**config.mk**
```make
export PLATFORM = sky130hd
export DESIGN_NAME = bht_mod
export DESIGN_NICKNAME = d
export VERILOG_FILES = /design/src/rtl/core/assert_macros.svh /design/src/rtl/core/bht_pkg.sv /design/src/rtl/core/bht_mod.sv
export SDC_FILE = /design/constraint.sdc
export NUM_CORES = 1
export LEC_CHECK = 0
export ABC_AREA = 1
export BUFFER_PORTS_ARGS = -buffer_cell sky130_fd_sc_hd__buf_2
export CAP_MARGIN = 10
export CORE_AREA = 2 2 192 194
export DETAILED_ROUTE_END_ITERATION = 16
export DIE_AREA = 0 0 194 196
export PLACE_DENSITY = 0.5
export SETUP_SLACK_MARGIN = 0.02
export SLEW_MARGIN = 40
export SYNTH_ARGS = -nofsm -noshare
export SYNTH_HDL_FRONTEND = slang
export SYNTH_SLANG_ARGS = --single-unit
```
**constraint.sdc**
```tcl
create_clock -name clk_i -period 15.56 [get_ports clk_i]
set_clock_uncertainty 0.15 [all_clocks]
set_input_delay 0 -clock clk_i [delete_from_list [all_inputs] [get_ports clk_i]]
set_output_delay 0 -clock clk_i [all_outputs]
set_load 0.02 [all_outputs]
```
**src/rtl/core/assert_macros.svh**
```systemverilog
// Assertion macros shared by the RTL.
`ifndef ASSERT_MACROS_SVH
`define ASSERT_MACROS_SVH

// Implication property, checked on rising clock, off during reset.
`define BHT_ASSERT(lbl, clk, rst_n, prop, msg) \
  lbl: assert property (@(posedge clk) disable iff (!rst_n) prop) else $error(msg);

// Condition that must never be true outside reset.
`define BHT_ASSERT_NEVER(lbl, clk, rst_n, cond, msg) \
  lbl: assert property (@(posedge clk) disable iff (!rst_n) !(cond)) else $error(msg);

`endif

```
**src/rtl/core/bht_pkg.sv**
```systemverilog
// Shared types and constants for the bucketed hash table.
`default_nettype none

package bht_pkg;

  localparam int unsigned KeyW     = 31;
  localparam int unsigned DataW    = 32;
  localparam int unsigned StatusW  = 2;
  localparam int unsigned EntryW   = KeyW + DataW;

  typedef enum logic {
    FuncInsert = 1'b0,
    FuncLookup = 1'b1
  } func_e;

  typedef enum logic [StatusW-1:0] {
    StOk      = 2'd0,
    StFull    = 2'd1,
    StMissing = 2'd2
  } status_e;

  typedef struct packed {
    logic            start;
    logic [KeyW-1:0] key;
  } mod_req_t;

endpackage

`default_nettype wire

```
**src/rtl/core/bht_mod.sv**
```systemverilog
// Key modulo bucket count by reciprocal multiplication, three pipelined steps.
`default_nettype none

module bht_mod #(
  parameter  int unsigned NumBuckets = 5,
  localparam int unsigned BW = (NumBuckets > 1) ? $clog2(NumBuckets) : 1
) (
  input  wire logic              clk_i,
  input  wire logic              rst_ni,
  input  wire bht_pkg::mod_req_t req_i,
  output logic                   done_o,
  output logic [BW-1:0]          bucket_o
);

  // floor(key / NumBuckets) == (key * Recip) >> Shift for every key of KeyW bits
  localparam int unsigned Shift     = bht_pkg::KeyW + $clog2(NumBuckets);
  localparam logic [63:0] RecipFull =
    ((64'd1 << Shift) + 64'(NumBuckets) - 64'd1) / 64'(NumBuckets);
  localparam logic [31:0] Recip     = RecipFull[31:0];

  logic                     mul_q;
  logic                     sub_q;
  logic                     done_q;
  logic [bht_pkg::KeyW-1:0] key_q;
  logic [bht_pkg::KeyW-1:0] quot_q;
  logic [BW-1:0]            rem_q;
  logic [63:0]              prod;
  logic [bht_pkg::KeyW-1:0] back;

  assign prod = 64'(key_q) * 64'(Recip);
  assign back = bht_pkg::KeyW'(quot_q * bht_pkg::KeyW'(NumBuckets));

  always_ff @(posedge clk_i or negedge rst_ni) begin
    if (!rst_ni) begin
      mul_q  <= 1'b0;
      sub_q  <= 1'b0;
      done_q <= 1'b0;
    end else begin
      mul_q  <= req_i.start;
      sub_q  <= mul_q;
      done_q <= sub_q;
    end
  end

  always_ff @(posedge clk_i) begin
    if (req_i.start) begin
      key_q <= req_i.key;
    end
    if (mul_q) begin
      quot_q <= bht_pkg::KeyW'(prod >> Shift);
    end
    if (sub_q) begin
      rem_q <= BW'(key_q - back);
    end
  end

  assign done_o   = done_q;
  assign bucket_o = rem_q;

endmodule

`default_nettype wire
```
==> run_results.csv <==
group,metric,value,unit
floorplanning,ios,38,
clock_tree,h-tree-depth,2,
placement,portBuffers,37,
worst_setup_path,cp_slowest_cell,"fa_1",
global_route,grt_antenna_before_repair,0,
detailed_routing,avgRoutedWirePerCell,14.3,microns
synth,synth_cell_types,30,
timing,finalCriticalPeriod,6.56,ns
worst_setup_path,critPathMaxFanout,5,
floorplanning,start_util,24.7,%
cells_and_area,multi_input_area,6720,sq um
floorplanning,die_h,196,microns
worst_setup_path,cp-end-kind,"flip-flop",
global_route,grt_pass1_vias,6336,
clock_tree,clock-sinks,40,
synth,ys_seq_area_share,13.3,%
clock_tree,clk_latency,0.31,ns
cells_and_area,drive_above_1_share,6.32,%
worst_setup_path,crit_type,"reg2reg",
timing,tightest_slew,0.734,ns
synth,synth_async_sr_flop_share,7.50,%
timing,finalMaxSlewViolations,0,
synth,ys_warn_count,0,
worst_setup_path,cp.arrival,6.49,ns
synth,syn_inst,853,
timing,tns,0,ns
global_route,grt_pass1_wl,33.0,mm
detailed_routing,drc,0,
run,cap_viol_max_count,0,
clock_tree,clkTransAtPathRegs,0.07,ns
worst_setup_path,cp_common_cell,"inv_1",
clock_tree,clockBufferDepth,2,
worst_setup_path,required,15.48,ns
timing,post-route-period-util,42.2,%
clock_tree,cts_buffers,5,
detailed_routing,drtAntennaViolNets,0,
detailed_routing,vias,5688,
detailed_routing,drt_wl_total,20.0,mm
clock_tree,tritoncts,"yes",
floorplanning,die-area,38000,sq um
worst_setup_path,crit_buf_inv,8,
global_route,grt_use_total,11.3,%
timing,fmax,152,MHz
clock_tree,cts_resized,0,
worst_setup_path,critPathMaxStageDelay,0.64,ns
timing,finalHoldViolCount,0,
synth,netlist_area,8900,sq um
cells_and_area,fillCellCount,3819,
timing,worst_hold_slack,0.249,ns
run_status,outcome,"complete, no violations",
worst_setup_path,start_kind,"flip-flop",
synth,synth-edff-count,37,
synth,syn_nets,1242,
cells_and_area,insertedDiodeCount,0,
clock_tree,root_buffer,"clkbuf_16",
synth,ys_seq_elements,40,
min_path,hold_path_class,"in2reg",
cells_and_area,synthToLayoutAreaGrowth,14.7,%
synth,ys.flop_type,"edfxtp_1",
detailed_routing,drt-initial-drc-count,182,
cells_and_area,regArea,1190,sq um
timing,max-slew-margin-rel,51.1,%
synth,synth.avg_cell_area,10.4,sq um
detailed_routing,firstDrtPassIters,5,
placement,gp_congestion,0.837,
timing,grt_setup_unrepaired,"no",
placement,dp_hpwl,18.4,mm
detailed_routing,via_per_inst,4.06,
timing,setup_violations,0,
worst_setup_path,cp_top_family,"adder cells",
global_route,gr-total-overflow,0,
floorplanning,core_area,36100,sq um
cells_and_area,fin_nets,1321,
floorplanning,rows,70,
global_route,grt_max_degree,33,
floorplanning,die_w,194,microns
## cell type report
type	instances	share of cell area, %
repair buffers	72	5.42
clock inverters	3	0.417
clock buffers	5	1.23
flip-flops and latches	40	11.6
well taps	468	5.74
inverters	265	9.75
multi-input cells	548	65.8
## state kept, by name, indices dropped and copies added (netlist names)
name / cells
sub_q: 1
done_o: 1
quot_q: 3
mul_q: 1
key_q: 31
bucket_o: 3
## cell usage in the layout, fill, tap and decap left out, drive strengths merged, types with 8 or more instances in the layout
master	netlist	routed
xor2	12	12
nor2	11	11
a21oi	32	32
inv	265	265
buf	0	38
xnor2	15	15
dlygate4sd3	0	34
nand2	79	79
fa	166	166
nand3	8	8
edfxtp	37	37
o21ai	11	11
ha	189	189
## worst paths after layout
path | from | end | slack [ns] | cells after the start
worst max-delay path | key_q[11] | quot_q[2] | 9.00 | 25
worst max register to register | key_q[11] | quot_q[2] | 9.00 | 25
worst min register to register | sub_q | done_o | 0.36 | 0
worst min-delay path | req_i[14] | key_q[14] | 0.25 | 2
min in group asynchronous | rst_ni | sub_q | 0.48 | 3
max in group asynchronous | rst_ni | done_o | 14.62 | 3
## worst reg2reg max path, delay by kind of cell, from the launching register on
| family | cells | cell delay [ns] |
|---|---|---|
| adders and majority gates | 9 | 4.44 |
| DFF | 1 | 0.42 |
| and+or+nand+nor | 6 | 0.46 |
| AOI/OAI and AO/OA | 2 | 0.30 |
| buffers and inverters | 8 | 0.58 |
## per-layer routing
| layer | GRT usage (%) | up-vias | share of wire, % |
|---|---|---|---|
| met5 | 0 | - | 0 |
| met4 | 1.26 | 0 | 0.58 |
| met3 | 1.82 | 8 | 3.0 |
| met2 | 19.7 | 71 | 51 |
| met1 | 15.1 | 2849 | 46 |
| li1 | - | 2760 | - |
## cells in the mapped netlist, drive strengths merged (2+ instances only)
| cell | n | area share [%] |
|---|---|---|
| xnor2 | 15 | 1.6 |
| o21ai | 11 | 0.62 |
| a21oi | 32 | 1.8 |
| nand3 | 8 | 0.45 |
| ha | 189 | 27 |
| inv | 265 | 11 |
| nor2 | 11 | 0.52 |
| fa | 166 | 37 |
| nor3 | 5 | 0.45 |
| a21o | 5 | 0.42 |
| a31oi | 3 | 0.21 |
| xor2 | 12 | 1.2 |
| o21bai | 2 | 0.17 |
| nor4 | 3 | 0.21 |
| edfxtp | 37 | 12 |
| dfrtp | 3 | 0.84 |
| or2 | 2 | 0.14 |
| nand2 | 79 | 3.4 |
## stage by stage
stage	setup WS (ns)	area, sq um	cells	utilization, %
2_1_floorplan	9.45	8900	853	-
3_3_place_gp	9.05	9670	1358	26.8
3_5_place_dp	9.00	9670	1358	26.8
4_1_cts	8.99	10200	1399	28.2
5_1_grt	8.54	10200	1401	28.3
6_report	9.00	10200	1401	28.3
## logic make-up (layout without fill, tap and decap cells)
kind of cell / count (synthesis) / count (layout) / share of synthesized area [%]
XOR/XNOR: 27 / 27 / 2.74
flip-flops: 40 / 40 / 13.3
buffers and inverters: 265 / 345 / 11.2
AND/OR/NAND/NOR: 109 / 109 / 5.20
adder cells (fa/ha/maj): 355 / 355 / 63.9
AO/OA/AOI/OAI: 57 / 57 / 3.63
## timing repair
action                    CTS  global route
hold buffers               33             1
hold endpoints to repair   34            13
buffers inserted            0             0
Power is left out: the tool's default activity adds up to more than one toggle a clock period on the data nets, which glitch-free logic cannot reach.
