--- src/rtl/core/assert_macros.svh ---
// Assertion macros shared by the RTL.
`ifndef ASSERT_MACROS_SVH
`define ASSERT_MACROS_SVH

// Implication property, checked on rising clock, off during reset.
`define BHT_ASSERT(lbl, clk, rst_n, prop, msg) \
  lbl: assert property (@(posedge clk) disable iff (!rst_n) prop) else $error(msg);

// Condition that must never be true outside reset.
`define BHT_ASSERT_NEVER(lbl, clk, rst_n, cond, msg) \
  lbl: assert property (@(posedge clk) disable iff (!rst_n) !(cond)) else $error(msg);

`endif

--- src/rtl/core/bht_ram.sv ---
// Generic simple dual-port RAM, one write and one registered read port.
`default_nettype none

module bht_ram #(
  parameter  int unsigned Width = 8,
  parameter  int unsigned Depth = 4,
  localparam int unsigned AddrW = (Depth > 1) ? $clog2(Depth) : 1
) (
  input  wire logic             clk_i,
  input  wire logic             we_i,
  input  wire logic [AddrW-1:0] waddr_i,
  input  wire logic [Width-1:0] wdata_i,
  input  wire logic [AddrW-1:0] raddr_i,
  output logic      [Width-1:0] rdata_o
);

  logic [Width-1:0] mem_q [Depth];
  logic [Width-1:0] rdata_q;

  always_ff @(posedge clk_i) begin
    if (we_i) begin
      mem_q[waddr_i] <= wdata_i;
    end
    rdata_q <= mem_q[raddr_i];
  end

  assign rdata_o = rdata_q;

endmodule

`default_nettype wire

--- config.mk ---
export PLATFORM = sky130hd
export DESIGN_NAME = bht_ram
export DESIGN_NICKNAME = d
export VERILOG_FILES = /design/src/rtl/core/assert_macros.svh /design/src/rtl/core/bht_ram.sv
export SDC_FILE = /design/constraint.sdc
export NUM_CORES = 1
export LEC_CHECK = 0
export CORE_MARGIN = 10
export CORE_UTILIZATION = 63
export CTS_CLUSTER_SIZE = 30
export DETAILED_ROUTE_END_ITERATION = 12
export DONT_BUFFER_PORTS = 1
export GPL_ROUTABILITY_DRIVEN = 0
export PLACE_DENSITY = 0.8
export SYNTH_ARGS = -nofsm -noshare
export SYNTH_HDL_FRONTEND = slang
export SYNTH_SLANG_ARGS = --single-unit
--- constraint.sdc ---
create_clock -name clk_i -period 3 [get_ports clk_i]
set_input_delay 0.6 -clock clk_i [delete_from_list [all_inputs] [get_ports clk_i]]
set_output_delay 0.6 -clock clk_i [all_outputs]
set_load 0.05 [all_outputs]
==> results of run 1 <==
synthesized netlist by cell type:
| cell type | instances |
|---|---|
| clkbuf_2 | 1 |
| edfxtp_1 | 32 |
| and3_1 | 1 |
| buf_6 | 1 |
| and3b_1 | 2 |
| nor3b_1 | 1 |
| mux4_2 | 8 |
| dfxtp_1 | 8 |
registers in the layout (all words and copies together), names as in the netlist:
| name | flops |
|---|---|
| mem_q | 32 |
| rdata_o | 8 |
power by group through the flow:
stage               Clock (mW)  Combinational [mW]  Sequential [mW]
global placement             0              0.0266            0.691
finish                   0.264              0.0273            0.680
CTS                      0.271              0.0276            0.681
detailed placement           0              0.0276            0.694
floorplan                    0              0.0286            0.688
global route             0.295              0.0288            0.683
stage by stage:
stage,cell area [um^2],util,hold slack (ns),total power [mW]
2_1_floorplan,1350,-,0.532,0.717
3_3_place_gp,1370,0.686,0.541,0.718
3_5_place_dp,1370,0.686,0.546,0.721
4_1_cts,1430,0.716,0.352,0.979
5_1_grt,1430,0.716,0.336,1.01
6_report,1430,0.716,0.365,0.971
final timing paths:
kind	cells after the start	end	from
max reg2reg	1	rdata_o[5]	mem_q[3][5]
max	0	rdata_o[0]	rdata_o[0]
min	0	mem_q[3][2]	wdata_i[2]
min reg2reg	1	rdata_o[0]	mem_q[1][0]
final cells by class:
cell class	instances	area, um^2
Tap cell	27	33.8
Fill cell	133	569
Timing Repair Buffer	1	7.51
Clock buffer	8	58.8
Sequential cell	40	1120
Multi-Input combinational cell	12	211
metal layers:
layer | routed length [um] | GRT usage | vias to the layer above | part of all wire
met4 | 55 | 0.0628 | 0 | 0.027
li1 | - | - | 232 | -
met3 | 272 | 0.0644 | 7 | 0.13
met5 | 0 | 0 | - | 0
met1 | 736 | 0.107 | 267 | 0.36
met2 | 955 | 0.154 | 30 | 0.47
logic make-up after synthesis:
family                 Yosys count  share of synthesized area
buffers and inverters            2                     0.0121
flip-flops                      40                      0.831
AND/OR/NAND/NOR                  4                     0.0232
multiplexers                     8                      0.134
cells in the final DEF (no fill, tap or decap), drive strengths merged:
cell     n
and3     1
mux4     8
clkbuf   8
buf      1
edfxtp  32
and3b    2
nor3b    1
dfxtp    8
==> results.md, run 1 <==
* IO Count at 22
* Die Wd at 66.3 um
* Lkg Pwr at 0.471 nW
* Outcome: completed
* Resized cells post-CTS at 0
* Clock Skews at 0.00866 ns
* Layout area overhead at 6.21%
* Final setup viols at 0
* # port buffers at 0
* Type of origin of the critical path: flop
* Core area at 2000 um^2
* Grt ovf at 0
* Sequential Power Share at 0.700
* Placed cells at 80
* Ys Warns at 0
* # hold bufs at CTS at 0
* Share of cells above drive strength 1 at 0.246
* Crit Path Class: reg2out
* Initial DRC count at 19
* Total negative slack at 0 ns
* MaxCap Viol Count at 0
* Crit. End Element: output pin
* Die footprint at 4390 um^2
* Vias in the first global route at 621
* Mean area per synthesized cell at 25.0 um^2
* H-tree Lvls at 2
* Cell Count, Final, Fillers Out at 88
* Critical Path RT at 2.40 ns
* Synth Cell Area at 1350 um^2
* RSZ-0062 raised after global routing: no
* CTS max path bufs at 2
* Pre-CTS WS at 1.56 ns
* Sequential-to-total area share from yosys stat at 0.831
* Leading area contributor after synthesis: edfxtp_1
* Crit path DAT at 0.97 ns
* Syn nets at 68
* Switching portion of total power at 0.211
* #FFs+latches synth at 40
* Maximum vdd drop at 0.000432 V
* WL final at 2020 um
* Wirelength per Cell at 23.0 um
* Share of the synthesized area in the top cell type at 0.712
* Int Pwr at 0.766 mW
* CTS tree: built
* Global Route Usage Sum at 0.103
* Syn Inst Count at 54
* Clock power share at 0.272
* Synth unique cells at 8
* Synth area leaders: edfxtp_1, mux4_2, dfxtp_1
* First-pass GRT wire length at 3220 um
* Largest net degree at the start of global routing at 12
* Combinational share of power at 0.028
* Clk sink count at 40
* Post-route ant nets at 0
* Vias per cell at 6.09
* Final Critical Period at 1.57 ns
* Initial DRT Pass Iterations at 4
* Initial antenna violation count at 0
* Final layout net count at 74
* Chip height at 66.3 um
* Clock insertion delay at the later pin of the skew report at 0.32 ns
* Num rows at 16
* Setup ws final at 1.43 ns
* Final period util at 0.522
* TritonCTS Buffers at 5
* Via Count at 536
* # DRC at 0
* Fmax at 639 MHz
* Net Switching at 0.204 mW
* Setup bufs post-CTS at 0
* Initial Util at 0.674
* Setup slack, reg-to-reg at 2.02 ns
* Root Driver: clkbuf_4
* Max Slew Vio Count at 0
* Final hold violation count at 0
* Worst Tran Pin Value at 0.492 ns
* Crit path max fanout at 1
* Worst-path clk slew at 0.11 ns
* Slew HR at 0.672
* Diodes inserted at 0
* Power Density at 677 nW/um^2
* HP Class: in2reg
No activity file was read; power rests on OpenSTA's default activity.
==> inputs of run 2 (changes only) <==
- CORE_UTILIZATION: 63 -> 53
- PLACE_DENSITY: 0.8 -> 0.72
- clock period: 3 -> 1.3 ns (I/O delays scaled with it)
==> run 2 against run 1 <==
Effect of this change:
- sequential cell count did not move
- register-to-register slack got worse by 1.7 ns
- core utilization fell by 9.3 points
- sequential power rose by 130%
- first-iteration DRC count rose by 68%
- worst setup slack got worse by 1.4 ns
- via count rose by 3.2%
- critical path depth did not move
- final cell count rose by 14%
- critical path type unchanged
==> results.md, run 2 (synthesis gave the netlist of run 1 again) <==
* Critical Path RT at 1.04 ns
* Initial DRC count at 32
* Num rows at 18
* Final Critical Period at 1.23 ns
* Vias per cell at 5.53
* TritonCTS Buffers at 5
* Final layout net count at 84
* Combinational share of power at 0.044
* Core area at 2450 um^2
* CTS max path bufs at 2
* Type of origin of the critical path: flop
* Int Pwr at 1.73 mW
* Final hold slack at 0.0990 ns
* Sequential Power Share at 0.704
* Root Driver: clkbuf_4
* Worst-path clk slew at 0.10 ns
* Worst Tran Pin Value at 0.488 ns
* Fmax at 815 MHz
* Maximum vdd drop at 0.00103 V
* Power Density at 1460 nW/um^2
* Share of cells above drive strength 1 at 0.214
* Worst path depth at 0
* Largest net degree at the start of global routing at 12
* First-pass GRT wire length at 3330 um
* Vias in the first global route at 628
* Die Wd at 70.4 um
* Chip height at 70.4 um
* H-tree Lvls at 2
* Post-route ant nets at 0
* Final hold violation count at 0
* Die footprint at 4960 um^2
* Crit. End Element: output pin
* Initial Util at 0.549
* Final setup viols at 0
* Clock insertion delay at the later pin of the skew report at 0.33 ns
* Via Count at 553
* Resized cells post-CTS at 0
* Outcome: completed
* Biggest register: mem_q
* Clk sink count at 40
* Switching portion of total power at 0.224
* IO Count at 22
* Power, Total at 2.22 mW
* Most frequent cells in the layout: edfxtp_1, dlygate4sd3_1, mux4_2, dfxtp_1, clkbuf_4
* # hold bufs at CTS at 7
* RSZ-0062 raised after global routing: no
* # port buffers at 0
* WL final at 2050 um
* Layout area overhead at 13.3%
* Worst Reg2Reg Path Length in Cells at 1
* Initial antenna violation count at 0
* Clock power share at 0.253
* Clock Skews at 0.00229 ns
* Crit path DAT at 0.97 ns
* Initial DRT Pass Iterations at 5
* Max Slew Vio Count at 0
* Wirelength per Cell at 20.5 um
* Net Switching at 0.498 mW
* WHS Path Cells at 1
* Final period util at 0.944
* CTS tree: built
* Total negative slack at 0 ns
* HP Class: in2reg
* Layout fillers at 167
* Most common cell after layout, fill and taps aside: edfxtp_1
* Setup bufs post-CTS at 0
* Diodes inserted at 0
* # DRC at 0
* Global Route Usage Sum at 0.0906
* Grt ovf at 0
* Slew HR at 0.674
* Crit path max fanout at 1
* Lkg Pwr at 0.508 nW
* Max reg flops at 32
* Crit Path Class: reg2out
* MaxCap Viol Count at 0
[run 2: metal layers]
| layer | up-vias | wire length, um | track usage |
|---|---|---|---|
| met1 | 275 | 821 | 0.0960 |
| met2 | 23 | 997 | 0.139 |
| met5 | - | 0 | 0 |
| li1 | 255 | - | - |
| met4 | 0 | 0 | 0.0329 |
| met3 | 0 | 226 | 0.0621 |
[run 2: final timing paths]
check / slack (ns) / endpoint / startpoint
setup / recovery: 0.07 / rdata_o[5] / rdata_o[5]
hold / removal: 0.1 / rdata_o[5] / raddr_i[1]
setup reg to reg: 0.33 / rdata_o[1] / mem_q[3][1]
hold reg to reg: 0.56 / rdata_o[7] / mem_q[3][7]
[run 2: per-stage QoR]
step	std cells	setup slack, ns	utilization	cell area, um^2
detailed placement	83	0.222	0.563	1380
CTS	97	0.0454	0.610	1500
floorplan	54	0.253	-	1350
global placement	83	0.234	0.563	1380
finish	100	0.0725	0.622	1530
global route	100	0.00397	0.622	1530
[run 2: power by group through the flow]
| stage | logic, mW | clock network (mW) | registers (mW) |
|---|---|---|---|
| 2_1_floorplan | 0.0666 | 0 | 1.59 |
| 3_3_place_gp | 0.0635 | 0 | 1.60 |
| 3_5_place_dp | 0.0645 | 0 | 1.60 |
| 4_1_cts | 0.0890 | 0.582 | 1.57 |
| 5_1_grt | 0.106 | 0.655 | 1.57 |
| 6_report | 0.0970 | 0.562 | 1.56 |
[run 2: cell type report]
cell class                      instances  area [um^2]  area share
Sequential cell                        40         1120       0.734
Clock buffer                            7         45.0      0.0295
Timing Repair Buffer                   11          108      0.0704
Tap cell                               30         37.5      0.0246
Multi-Input combinational cell         12          216       0.142
